`src/rtl/itoa_pkg.sv`:
```
// Shared types, character codes and helpers for the integer to ASCII formatter.
package itoa_pkg;

  localparam int unsigned VALUE_W  = 32;
  localparam int unsigned DIGIT_W  = 4;
  localparam int unsigned NUM_DIG  = 10;
  localparam int unsigned BCD_W    = NUM_DIG * DIGIT_W;
  localparam int unsigned CNT_W    = 4;
  localparam int unsigned CHAR_W   = 7;

  localparam logic [CNT_W-1:0] DEC_DIGITS = CNT_W'(10);
  localparam logic [CNT_W-1:0] HEX_DIGITS = CNT_W'(8);

  localparam logic [1:0] OP_UNSIGNED = 2'd0;
  localparam logic [1:0] OP_SIGNED   = 2'd1;
  localparam logic [1:0] OP_HEX      = 2'd2;
  localparam logic [1:0] OP_NONE     = 2'd3;

  localparam logic [CHAR_W-1:0] CHAR_ZERO  = 7'h30;
  localparam logic [CHAR_W-1:0] CHAR_LOW_A = 7'h61;
  localparam logic [CHAR_W-1:0] CHAR_X     = 7'h78;
  localparam logic [CHAR_W-1:0] CHAR_MINUS = 7'h2d;

  typedef struct packed {
    logic [VALUE_W-1:0] value;
    logic [1:0]         operation;
  } in_t;

  typedef struct packed {
    logic [CHAR_W-1:0] character;
    logic              last;
  } out_t;

  typedef struct packed {
    logic [BCD_W-1:0] digits;
    logic             hex;
    logic             neg;
  } emit_cmd_t;

  function automatic logic [CHAR_W-1:0] digit_char(input logic [DIGIT_W-1:0] d);
    logic [CHAR_W-1:0] r;
    if (d < DIGIT_W'(10)) begin
      r = CHAR_ZERO + CHAR_W'(d);
    end else begin
      r = CHAR_LOW_A - CHAR_W'(10) + CHAR_W'(d);
    end
    return r;
  endfunction

endpackage

```
`src/rtl/itoa_dabble.sv`:
```
// Bit-serial binary to BCD converter using shift-and-add-3, one bit per cycle.
module itoa_dabble (
  input  logic                         clk_i,
  input  logic                         rst_ni,
  input  logic                         start_i,
  input  logic [itoa_pkg::VALUE_W-1:0] mag_i,
  output logic                         done_o,
  output logic [itoa_pkg::BCD_W-1:0]   bcd_o
);

  logic [itoa_pkg::VALUE_W-1:0] bin_q, bin_d;
  logic [itoa_pkg::BCD_W-1:0]   bcd_q, bcd_d, adj;
  logic [5:0]                   cnt_q, cnt_d;
  logic                         run_q, run_d;
  logic                         done_q, done_d;

  always_comb begin
    for (int i = 0; i < int'(itoa_pkg::NUM_DIG); i++) begin
      if (bcd_q[i*itoa_pkg::DIGIT_W +: itoa_pkg::DIGIT_W] >= itoa_pkg::DIGIT_W'(5)) begin
        adj[i*itoa_pkg::DIGIT_W +: itoa_pkg::DIGIT_W] =
          bcd_q[i*itoa_pkg::DIGIT_W +: itoa_pkg::DIGIT_W] + itoa_pkg::DIGIT_W'(3);
      end else begin
        adj[i*itoa_pkg::DIGIT_W +: itoa_pkg::DIGIT_W] =
          bcd_q[i*itoa_pkg::DIGIT_W +: itoa_pkg::DIGIT_W];
      end
    end
  end

  always_comb begin
    bin_d  = bin_q;
    bcd_d  = bcd_q;
    cnt_d  = cnt_q;
    run_d  = run_q;
    done_d = 1'b0;
    if (start_i) begin
      bin_d = mag_i;
      bcd_d = '0;
      cnt_d = 6'(itoa_pkg::VALUE_W);
      run_d = 1'b1;
    end else if (run_q) begin
      bcd_d = {adj[itoa_pkg::BCD_W-2:0], bin_q[itoa_pkg::VALUE_W-1]};
      bin_d = {bin_q[itoa_pkg::VALUE_W-2:0], 1'b0};
      cnt_d = cnt_q - 6'd1;
      if (cnt_q == 6'd1) begin
        run_d  = 1'b0;
        done_d = 1'b1;
      end
    end
  end

  always_ff @(posedge clk_i or negedge rst_ni) begin
    if (!rst_ni) begin
      cnt_q  <= '0;
      run_q  <= 1'b0;
      done_q <= 1'b0;
    end else begin
      cnt_q  <= cnt_d;
      run_q  <= run_d;
      done_q <= done_d;
    end
  end

  always_ff @(posedge clk_i) begin
    bin_q <= bin_d;
    bcd_q <= bcd_d;
  end

  assign done_o = done_q;
  assign bcd_o  = bcd_q;

endmodule

```
`src/rtl/itoa_emit.sv`:
```
// Character emitter: prefix, leading-zero skip and one digit per cycle when not stalled, into the output register.
module itoa_emit (
  input  logic                clk_i,
  input  logic                rst_ni,
  input  logic                start_i,
  input  itoa_pkg::emit_cmd_t cmd_i,
  input  logic                out_stall_i,
  output logic                out_valid_o,
  output itoa_pkg::out_t      out_data_o,
  output logic                done_o
);

  typedef enum logic [2:0] {
    E_IDLE,
    E_MINUS,
    E_ZERO,
    E_X,
    E_DIGITS
  } state_e;

  state_e                        state_q, state_d;
  logic [itoa_pkg::BCD_W-1:0]    dig_q, dig_d;
  logic [itoa_pkg::CNT_W-1:0]    cnt_q, cnt_d;
  logic                          seen_q, seen_d;
  logic                          out_valid_q, out_valid_d;
  itoa_pkg::out_t                out_q, out_d;
  logic                          done_q, done_d;
  logic                          load_ok;
  logic [itoa_pkg::DIGIT_W-1:0]  top_dig;

  assign load_ok = !out_valid_q || !out_stall_i;
  assign top_dig = dig_q[itoa_pkg::BCD_W-1 -: itoa_pkg::DIGIT_W];

  always_comb begin
    state_d     = state_q;
    dig_d       = dig_q;
    cnt_d       = cnt_q;
    seen_d      = seen_q;
    out_valid_d = out_valid_q && out_stall_i;
    out_d       = out_q;
    done_d      = 1'b0;
    unique case (state_q)
      E_IDLE: begin
        if (start_i) begin
          dig_d  = cmd_i.digits;
          cnt_d  = cmd_i.hex ? itoa_pkg::HEX_DIGITS : itoa_pkg::DEC_DIGITS;
          seen_d = 1'b0;
          if (cmd_i.neg) begin
            state_d = E_MINUS;
          end else if (cmd_i.hex) begin
            state_d = E_ZERO;
          end else begin
            state_d = E_DIGITS;
          end
        end
      end
      E_MINUS: begin
        if (load_ok) begin
          out_valid_d = 1'b1;
          out_d       = '{character: itoa_pkg::CHAR_MINUS, last: 1'b0};
          state_d     = E_DIGITS;
        end
      end
      E_ZERO: begin
        if (load_ok) begin
          out_valid_d = 1'b1;
          out_d       = '{character: itoa_pkg::CHAR_ZERO, last: 1'b0};
          state_d     = E_X;
        end
      end
      E_X: begin
        if (load_ok) begin
          out_valid_d = 1'b1;
          out_d       = '{character: itoa_pkg::CHAR_X, last: 1'b0};
          state_d     = E_DIGITS;
        end
      end
      E_DIGITS: begin
        if (!seen_q && top_dig == '0 && cnt_q != itoa_pkg::CNT_W'(1)) begin
          dig_d = {dig_q[itoa_pkg::BCD_W-itoa_pkg::DIGIT_W-1:0], itoa_pkg::DIGIT_W'(0)};
          cnt_d = cnt_q - itoa_pkg::CNT_W'(1);
        end else if (load_ok) begin
          out_valid_d = 1'b1;
          out_d       = '{character: itoa_pkg::digit_char(top_dig),
                          last: (cnt_q == itoa_pkg::CNT_W'(1))};
          dig_d  = {dig_q[itoa_pkg::BCD_W-itoa_pkg::DIGIT_W-1:0], itoa_pkg::DIGIT_W'(0)};
          cnt_d  = cnt_q - itoa_pkg::CNT_W'(1);
          seen_d = 1'b1;
          if (cnt_q == itoa_pkg::CNT_W'(1)) begin
            state_d = E_IDLE;
            done_d  = 1'b1;
          end
        end
      end
      default: state_d = E_IDLE;
    endcase
  end

  always_ff @(posedge clk_i or negedge rst_ni) begin
    if (!rst_ni) begin
      state_q     <= E_IDLE;
      cnt_q       <= '0;
      seen_q      <= 1'b0;
      out_valid_q <= 1'b0;
      out_q       <= '0;
      done_q      <= 1'b0;
    end else begin
      state_q     <= state_d;
      cnt_q       <= cnt_d;
      seen_q      <= seen_d;
      out_valid_q <= out_valid_d;
      out_q       <= out_d;
      done_q      <= done_d;
    end
  end

  always_ff @(posedge clk_i) begin
    dig_q <= dig_d;
  end

  assign out_valid_o = out_valid_q;
  assign out_data_o  = out_q;
  assign done_o      = done_q;

endmodule

```
`src/rtl/integer_to_ascii_digits.sv`:
```
// Decimal: bit-serial BCD conversion, handoff to the emitter, leading-zero skip, then the characters.
// Hexadecimal: handoff to the emitter, leading-zero skip, then the characters (no conversion).
// One item at a time: the bit-serial BCD shifter and the digit shift register set the pace.
// Operation code 3 is dropped on acceptance.
// Reset (rst_ni low, asynchronous) empties the output register and returns to idle.
module integer_to_ascii_digits (
  input  logic           clk_i,
  input  logic           rst_ni,
  input  logic           in_valid_i,
  output logic           in_stall_o,
  input  itoa_pkg::in_t  in_data_i,
  output logic           out_valid_o,
  input  logic           out_stall_i,
  output itoa_pkg::out_t out_data_o
);

  logic                         busy_q, busy_d;
  logic                         neg_q, neg_d;
  logic                         accept;
  logic                         is_hex;
  logic                         is_none;
  logic                         is_neg;
  logic [itoa_pkg::VALUE_W-1:0] mag;
  logic                         dab_done;
  logic [itoa_pkg::BCD_W-1:0]   dab_bcd;
  logic                         emit_start;
  itoa_pkg::emit_cmd_t          emit_cmd;
  logic                         emit_done;

  assign accept  = in_valid_i && !busy_q;
  assign is_hex  = in_data_i.operation == itoa_pkg::OP_HEX;
  assign is_none = in_data_i.operation == itoa_pkg::OP_NONE;
  assign is_neg  = in_data_i.operation == itoa_pkg::OP_SIGNED
                   && in_data_i.value[itoa_pkg::VALUE_W-1];
  assign mag     = is_neg ? (~in_data_i.value + itoa_pkg::VALUE_W'(1)) : in_data_i.value;

  always_comb begin
    busy_d = busy_q;
    neg_d  = neg_q;
    if (emit_done) begin
      busy_d = 1'b0;
    end else if (accept && !is_none) begin
      busy_d = 1'b1;
      neg_d  = is_neg;
    end
  end

  always_ff @(posedge clk_i or negedge rst_ni) begin
    if (!rst_ni) begin
      busy_q <= 1'b0;
      neg_q  <= 1'b0;
    end else begin
      busy_q <= busy_d;
      neg_q  <= neg_d;
    end
  end

  itoa_dabble u_dabble (
    .clk_i   (clk_i),
    .rst_ni  (rst_ni),
    .start_i (accept && !is_none && !is_hex),
    .mag_i   (mag),
    .done_o  (dab_done),
    .bcd_o   (dab_bcd)
  );

  always_comb begin
    emit_start = dab_done || (accept && is_hex);
    if (dab_done) begin
      emit_cmd = '{digits: dab_bcd, hex: 1'b0, neg: neg_q};
    end else begin
      emit_cmd = '{digits: {in_data_i.value,
                            (itoa_pkg::BCD_W - itoa_pkg::VALUE_W)'(0)},
                   hex: 1'b1, neg: 1'b0};
    end
  end

  itoa_emit u_emit (
    .clk_i       (clk_i),
    .rst_ni      (rst_ni),
    .start_i     (emit_start),
    .cmd_i       (emit_cmd),
    .out_stall_i (out_stall_i),
    .out_valid_o (out_valid_o),
    .out_data_o  (out_data_o),
    .done_o      (emit_done)
  );

  assign in_stall_o = busy_q;

endmodule

```
`config.mk`:
```
export PLATFORM = sky130hd
export DESIGN_NAME = integer_to_ascii_digits
export DESIGN_NICKNAME = d
export VERILOG_FILES = /design/src/rtl/itoa_pkg.sv /design/src/rtl/itoa_dabble.sv /design/src/rtl/itoa_emit.sv /design/src/rtl/integer_to_ascii_digits.sv
export SDC_FILE = /design/constraint.sdc
export NUM_CORES = 1
export LEC_CHECK = 0
export ABC_AREA = 1
export BUFFER_PORTS_ARGS = -buffer_cell sky130_fd_sc_hd__buf_2
export CAP_MARGIN = 20
export CORE_ASPECT_RATIO = 1.1
export CORE_UTILIZATION = 62
export CTS_CLUSTER_DIAMETER = 200
export DETAILED_ROUTE_END_ITERATION = 12
export HOLD_SLACK_MARGIN = 0.03
export MAX_ROUTING_LAYER = met4
export PLACE_DENSITY = 0.92
export SYNTH_ARGS = -nofsm -noshare
export SYNTH_HDL_FRONTEND = slang
export SYNTH_HIERARCHICAL = 1
export SYNTH_SLANG_ARGS = --single-unit
```
`constraint.sdc`:
```
create_clock -name clk_i -period 2.8 [get_ports clk_i]
set_input_delay 0.42 -clock clk_i [delete_from_list [all_inputs] [get_ports clk_i]]
set_output_delay 0.42 -clock clk_i [all_outputs]
set_load 0.005 [all_outputs]
```
==> Word level (Yosys, flattened, before mapping) <==
Index checks and enable logic that the tools add are counted.
{ "word_totals": {"latch_bits": 0, "inputBits": 38, "ram_bits": 0, "n_memories": 0, "out_inout_bits": 10, "regBits": 140, "elab_cells": 151, "rom_bits": 0} }
{ "op_classes": {"div_mod_pow": 0, "n_mul": 0, "n_reduce_logical": 29, "bitwise_logic": 2, "addsub": 15, "shift": 0, "order_cmp": 11, "muxes": 60, "n_eq_ne": 19} }
{ "op_table": {"columns": ["cell", "n"], "rows": [
  ["2-to-1 mux 40 bit", 3],
  ["2-to-1 mux 32 bit", 3],
  ["one-hot mux 40 bit (2 select lines)", 1],
  ["2-to-1 mux 4 bit", 12],
  ["2-to-1 mux 42 bit", 1],
  ["greater-or-equal comparator 4 x 3 -> 1 bit, second input constant", 10],
  ["2-to-1 mux 8 bit", 5],
  ["adder 4 x 2 -> 4 bit, second input constant", 9],
  ["adder 32 x 1 -> 32 bit, second input constant", 1],
  ["NOT 32 bit", 1],
  ["one-hot mux 8 bit (4 select lines)", 1],
  ["2-to-1 mux 3 bit", 9],
  ["2-to-1 mux 1 bit", 17],
  ["2-to-1 mux 6 bit", 2],
  ["!= test 2 x 1 -> 1 bit, second input constant", 6],
  ["one-hot mux 3 bit (4 select lines)", 1],
  ["AND reduction 6 bit", 2],
  ["logical AND 1 bit", 8],
  ["one-hot mux 4 bit (2 select lines)", 1],
  ["adder 6 x 4 -> 7 bit, first input constant", 1],
  ["adder 7 x 4 -> 7 bit, first input constant", 1],
  ["2-to-1 mux 7 bit", 1],
  ["== test 3 x 2 -> 1 bit, second input constant", 2],
  ["== test 6 x 1 -> 1 bit, second input constant", 1],
  ["other kinds (26)", 37]
]} }

==> Longest topological paths before layout <==
{ "depth": {"depth_word": 6, "mapped_depth": 11, "ltp_nobuf": 11} }

==> By module <==
Netlist, hierarchy kept.
{ "by_module_without_submodules": {"columns": ["module", "n_inst", "seq_area_each_um2", "cells_per_inst", "area_per_inst_um2"], "rows": [
  ["itoa_dabble", 1, 1961.9, 513, 3968.8],
  ["itoa_emit", 1, 1651.6, 320, 2766.4],
  ["integer_to_ascii_digits", 1, 50.0, 343, 1566.5]
]} }

==> Least setup slack after synthesis <==
Ideal clock, no wire load.
{ "synth_path": {"path_type": "flip-flop to flip-flop", "start": "register u_dabble.done_q, in the netlist u_dabble/done_o", "end": "register u_emit/dig_q[0] in the netlist's numbering (enable)", "t_arrival_ns": 1.631, "setup_slack_ns": 0.788, "required_time_ns": 2.419, "stages_incl_launch_ff": 9, "synth_period_minus_slack_ns": 2.012, "n_path_buf": 2, "setup_ns": 0.381, "path_cell_list": "dfrtp_1 > clkbuf_1 > buf_2 > inv_1 > o31ai_1 > nand3_1 > nand2_2 > inv_2 > nand2_2"} }
{ "synth_between": {"elab_chain_len": 3} }
{ "synth_lines": {"columns": ["element", "line_no", "source"], "rows": [
  ["start, declared", "itoa_dabble.sv:15", "logic done_q, done_d;"],
  ["start signal, assigned", "itoa_dabble.sv:59", "done_q <= done_d;"],
  ["logical OR 1 bit", "integer_to_ascii_digits.sv:68", "emit_start = dab_done || (accept && is_hex);"],
  ["named net emit_start", "integer_to_ascii_digits.sv:26", "logic emit_start;"],
  ["!= test 2 bit (no source line)", null, null],
  ["AND reduction 3 bit (no source line)", null, null],
  ["end signal, assigned", "itoa_emit.sv:118", "dig_q <= dig_d;"],
  ["end, declared", "itoa_emit.sv:22", "logic [itoa_pkg::BCD_W-1:0] dig_q, dig_d;"]
]} }
The timed path passes the listed nets, and every way through them passes these cells.
A chain may end at the register's enable or synchronous reset.

==> Final worst setup path <==
{ "layout_path": {"start": "register u_emit.state_q[0]", "end": "register u_emit.out_q (netlist bit u_emit/out_data_o[3])"} }
{ "layout_between": {"elab_chain_len": 3, "word_cells_on_any_way": 12, "classes_between": "eq/ne: 9; mux: 1; reduce/logical: 2"} }
{ "layout_lines": {"columns": ["element", "line_no", "source"], "rows": [
  ["start, declared", "itoa_emit.sv:21", "state_e state_q, state_d;"],
  ["start signal, assigned", "itoa_emit.sv:108", "state_q <= state_d;"],
  ["== test 3 bit, or another cell as far along", "itoa_emit.sv:42", "unique case (state_q)"],
  ["!= test 2 x 1 -> 1 bit (no source line), or another cell as far along", null, null],
  ["AND reduction 6 bit (no source line)", null, null],
  ["end signal, assigned", "itoa_emit.sv:112", "out_q <= out_d;"],
  ["end, declared", "itoa_emit.sv:26", "itoa_pkg::out_t out_q, out_d;"]
]} }
Several ways; a longest one is shown, not always the timed one.

==> results.json <==
{
  "p_leak_uw": 0.004433,
  "fin_crit_ns": 2.209,
  "track_usage_pct": 32.45,
  "synth_compound_area_share_pct": 6.029,
  "via_per_inst": 5.579,
  "die_x_um": 112.3,
  "maxCapViolCount": 0,
  "firstDrtPassIters": 9,
  "slew_headroom_pct": 46.84,
  "fin_crit_sh_pct": 78.90,
  "nets": 1281,
  "die-height_um": 123.4,
  "tns_ns": 0,
  "gp_congestion": 1.000,
  "critical-path-slowest-cell": "dfrtp_1",
  "core-area_um2": 12860,
  "rows": 43,
  "clock-sinks": 140,
  "cts-resized-gates": 0,
  "die-area_um2": 13860,
  "yosysSeqAreaShare_pct": 44.13,
  "ios": 48,
  "h-tree-depth": 4,
  "crit_required_ns": 3.11,
  "layout_common_cells": "538 x nand2_1, 116 x inv_1, 94 x nand3_1",
  "grt_first_pass_wirelength_um": 33340,
  "setup_viol": 0,
  "first_global_vias": 6913,
  "layout.core_utilization_pct": 71.24,
  "vdd_ir_drop_max_mv": 0.4357,
  "overflow": 0,
  "cp_max_fo": 46,
  "avgSynthCellArea_um2": 7.059,
  "final_common_cell": "nand2_1",
  "synthAdderAreaFrac_pct": 4.069,
  "diodes": 0,
  "antenna_found_initial": 0,
  "tightest_slew_ns": 0.7962,
  "min_path_type": "in2reg",
  "reg2reg_slack_ns": 0.59,
  "grt_max_degree": 69,
  "dr_total_vias": 7732,
  "synth.distinct_cells": 33,
  "cts_setup_buffers": 0,
  "hold_violations": 0,
  "worst_path_largest_cell_delay_ns": 0.45,
  "drive_gt1_share_pct": 9.276,
  "start_util_pct": 64.56,
  "synth_mux_area_share_pct": 0,
  "cts_made_buffers": 17,
  "ant_nets": 0,
  "synth_cells": 1176,
  "finClkSkew_ns": 0.008573,
  "path_clk_slew_ns": 0.06,
  "routedWlPerCell_um": 15.18,
  "synth_seq_cells": 140,
  "portBuffers": 47,
  "crit_chain": "nor2_4, nand2_4, inv_4, buf_4, nand2_2, nand2_4, nand2_2, nand2_1, nand2_1",
  "synth_xor_area_share_pct": 1.688,
  "power_density_nw_per_um2": 477.9,
  "drt_iter0_drc": 1038,
  "cp.arrival_ns": 2.52,
  "area_growth_syn_to_layout_pct": 10.34,
  "drt-total-wl_um": 21040,
  "dp_hpwl_um": 14530,
  "root_buffer": "clkbuf_16",
  "max_freq_mhz": 452.6,
  "crit_path_end_kind": "flop",
  "status": "complete, but fails checks",
  "cts_tree": "built",
  "synthesis.area_um2": 8302,
  "synth.net_count": 1241,
  "synthSimpleGateAreaFrac_pct": 36.28,
  "drc_errors": 4,
  "insertion_delay_ns": 0.43,
  "cp-start-kind": "flop",
  "crit_type": "reg2reg",
  "drv_slew": 0,
  "synth_top_family_by_area": "simple AND/OR/NAND/NOR gates",
  "synth.yosys.warnings": 6,
  "rsz0062_at_grt": "false",
  "cts_buffer_depth": 2,
  "violations": "DRC"
}
flip-flops by register name, summed over array words and instances (netlist names), 3 cells and up:
register           flops
u_dabble/bcd_o        40
u_emit/state_q         3
u_emit/cnt_q           4
u_emit/out_data_o      8
u_emit/dig_q          40
u_dabble/bin_q        32
u_dabble/cnt_q         6
synthesized netlist by cell type, drive strengths merged:
cell type	instances	area share, %
inv	124	5.7
o21a	2	0.18
buf	21	1.5
dfrtp	28	8.4
clkbuf	13	0.59
xor2	15	1.6
nand3	94	5.7
edfxtp	72	26
o21bai	1	0.090
xnor2	1	0.11
nand3b	1	0.090
ha	27	4.1
a21oi	7	0.42
o21ai	84	5.1
o22ai	1	0.075
nand4	7	0.53
o31ai	1	0.090
nor2	86	4.6
nor3b	1	0.090
a211o	1	0.11
dfxtp	40	9.6
nand2	549	25
layer usage:
layer,wire length [um],track usage (%),up-vias
met5,0,-,-
met4,931,17.33,0
met3,1798,6.078,78
met2,9846,51.20,405
met1,8462,40.02,3457
li1,-,-,3792
report_power, final:
group | internal (uW) | switching [uW] | total [uW]
clock | 1140 | 859 | 2000
sequential | 2150 | 0.0000000000000246 | 2150
combinational | 76.1 | 152 | 228
area by class of cell:
type	count	area, um^2
fillers	957	3699
clock inverters	12	73.82
well taps	157	196.4
inverters	124	473.0
multi-input cells	878	3995
clock buffers	20	446.7
repair buffers	55	310.3
flip-flops and latches	140	3665
repair_timing:
item	in CTS	in global routing
setup endpoints to repair	0	0
endpoints found under the hold margin	28	0
hold buffers	1	0
critical path, delay by kind of cell, from the launching register on:
kind / cells / cell delay (ns)
AND/OR/NAND/NOR: 7 / 0.98
buffers and inverters: 2 / 0.63
flip-flops: 1 / 0.45
kinds of logic after synthesis:
family	count (synthesis)
adders and majority gates	27
DFF	140
AOI/OAI and AO/OA	97
xor gates and xnor gates	16
and+or+nand+nor	738
buffers and inverters	158
final timing paths:
path                              startpoint  cells after the start                    to
hold reg to reg            u_dabble/cnt_q[3]                      1     u_dabble/cnt_q[3]
hold / removal                  in_data_i[2]                      3     u_dabble/bin_q[0]
setup reg to reg           u_emit/state_q[0]                      9  u_emit/out_data_o[3]
min in group asynchronous             rst_ni                      2     u_dabble/cnt_q[0]
setup / recovery           u_emit/state_q[0]                      9  u_emit/out_data_o[3]
max in group asynchronous             rst_ni                      2       u_dabble/done_o
through the flow:
step | instances | power [uW] | worst slack [ns] | cell area [um^2] | hold WS (ns)
6_report | 1386 | 4377 | 0.5907 | 9160 | 0.3101
5_1_grt | 1386 | 4492 | 0.4480 | 9160 | 0.3016
4_1_cts | 1386 | 4378 | 0.6213 | 9160 | 0.2976
3_5_place_dp | 1353 | 2412 | 0.6640 | 8630 | 0.4426
3_3_place_gp | 1353 | 2409 | 0.7387 | 8630 | 0.4447
2_1_floorplan | 1176 | 2323 | 0.7877 | 8302 | 0.1244
No activity file was read; power rests on OpenSTA's default activity.
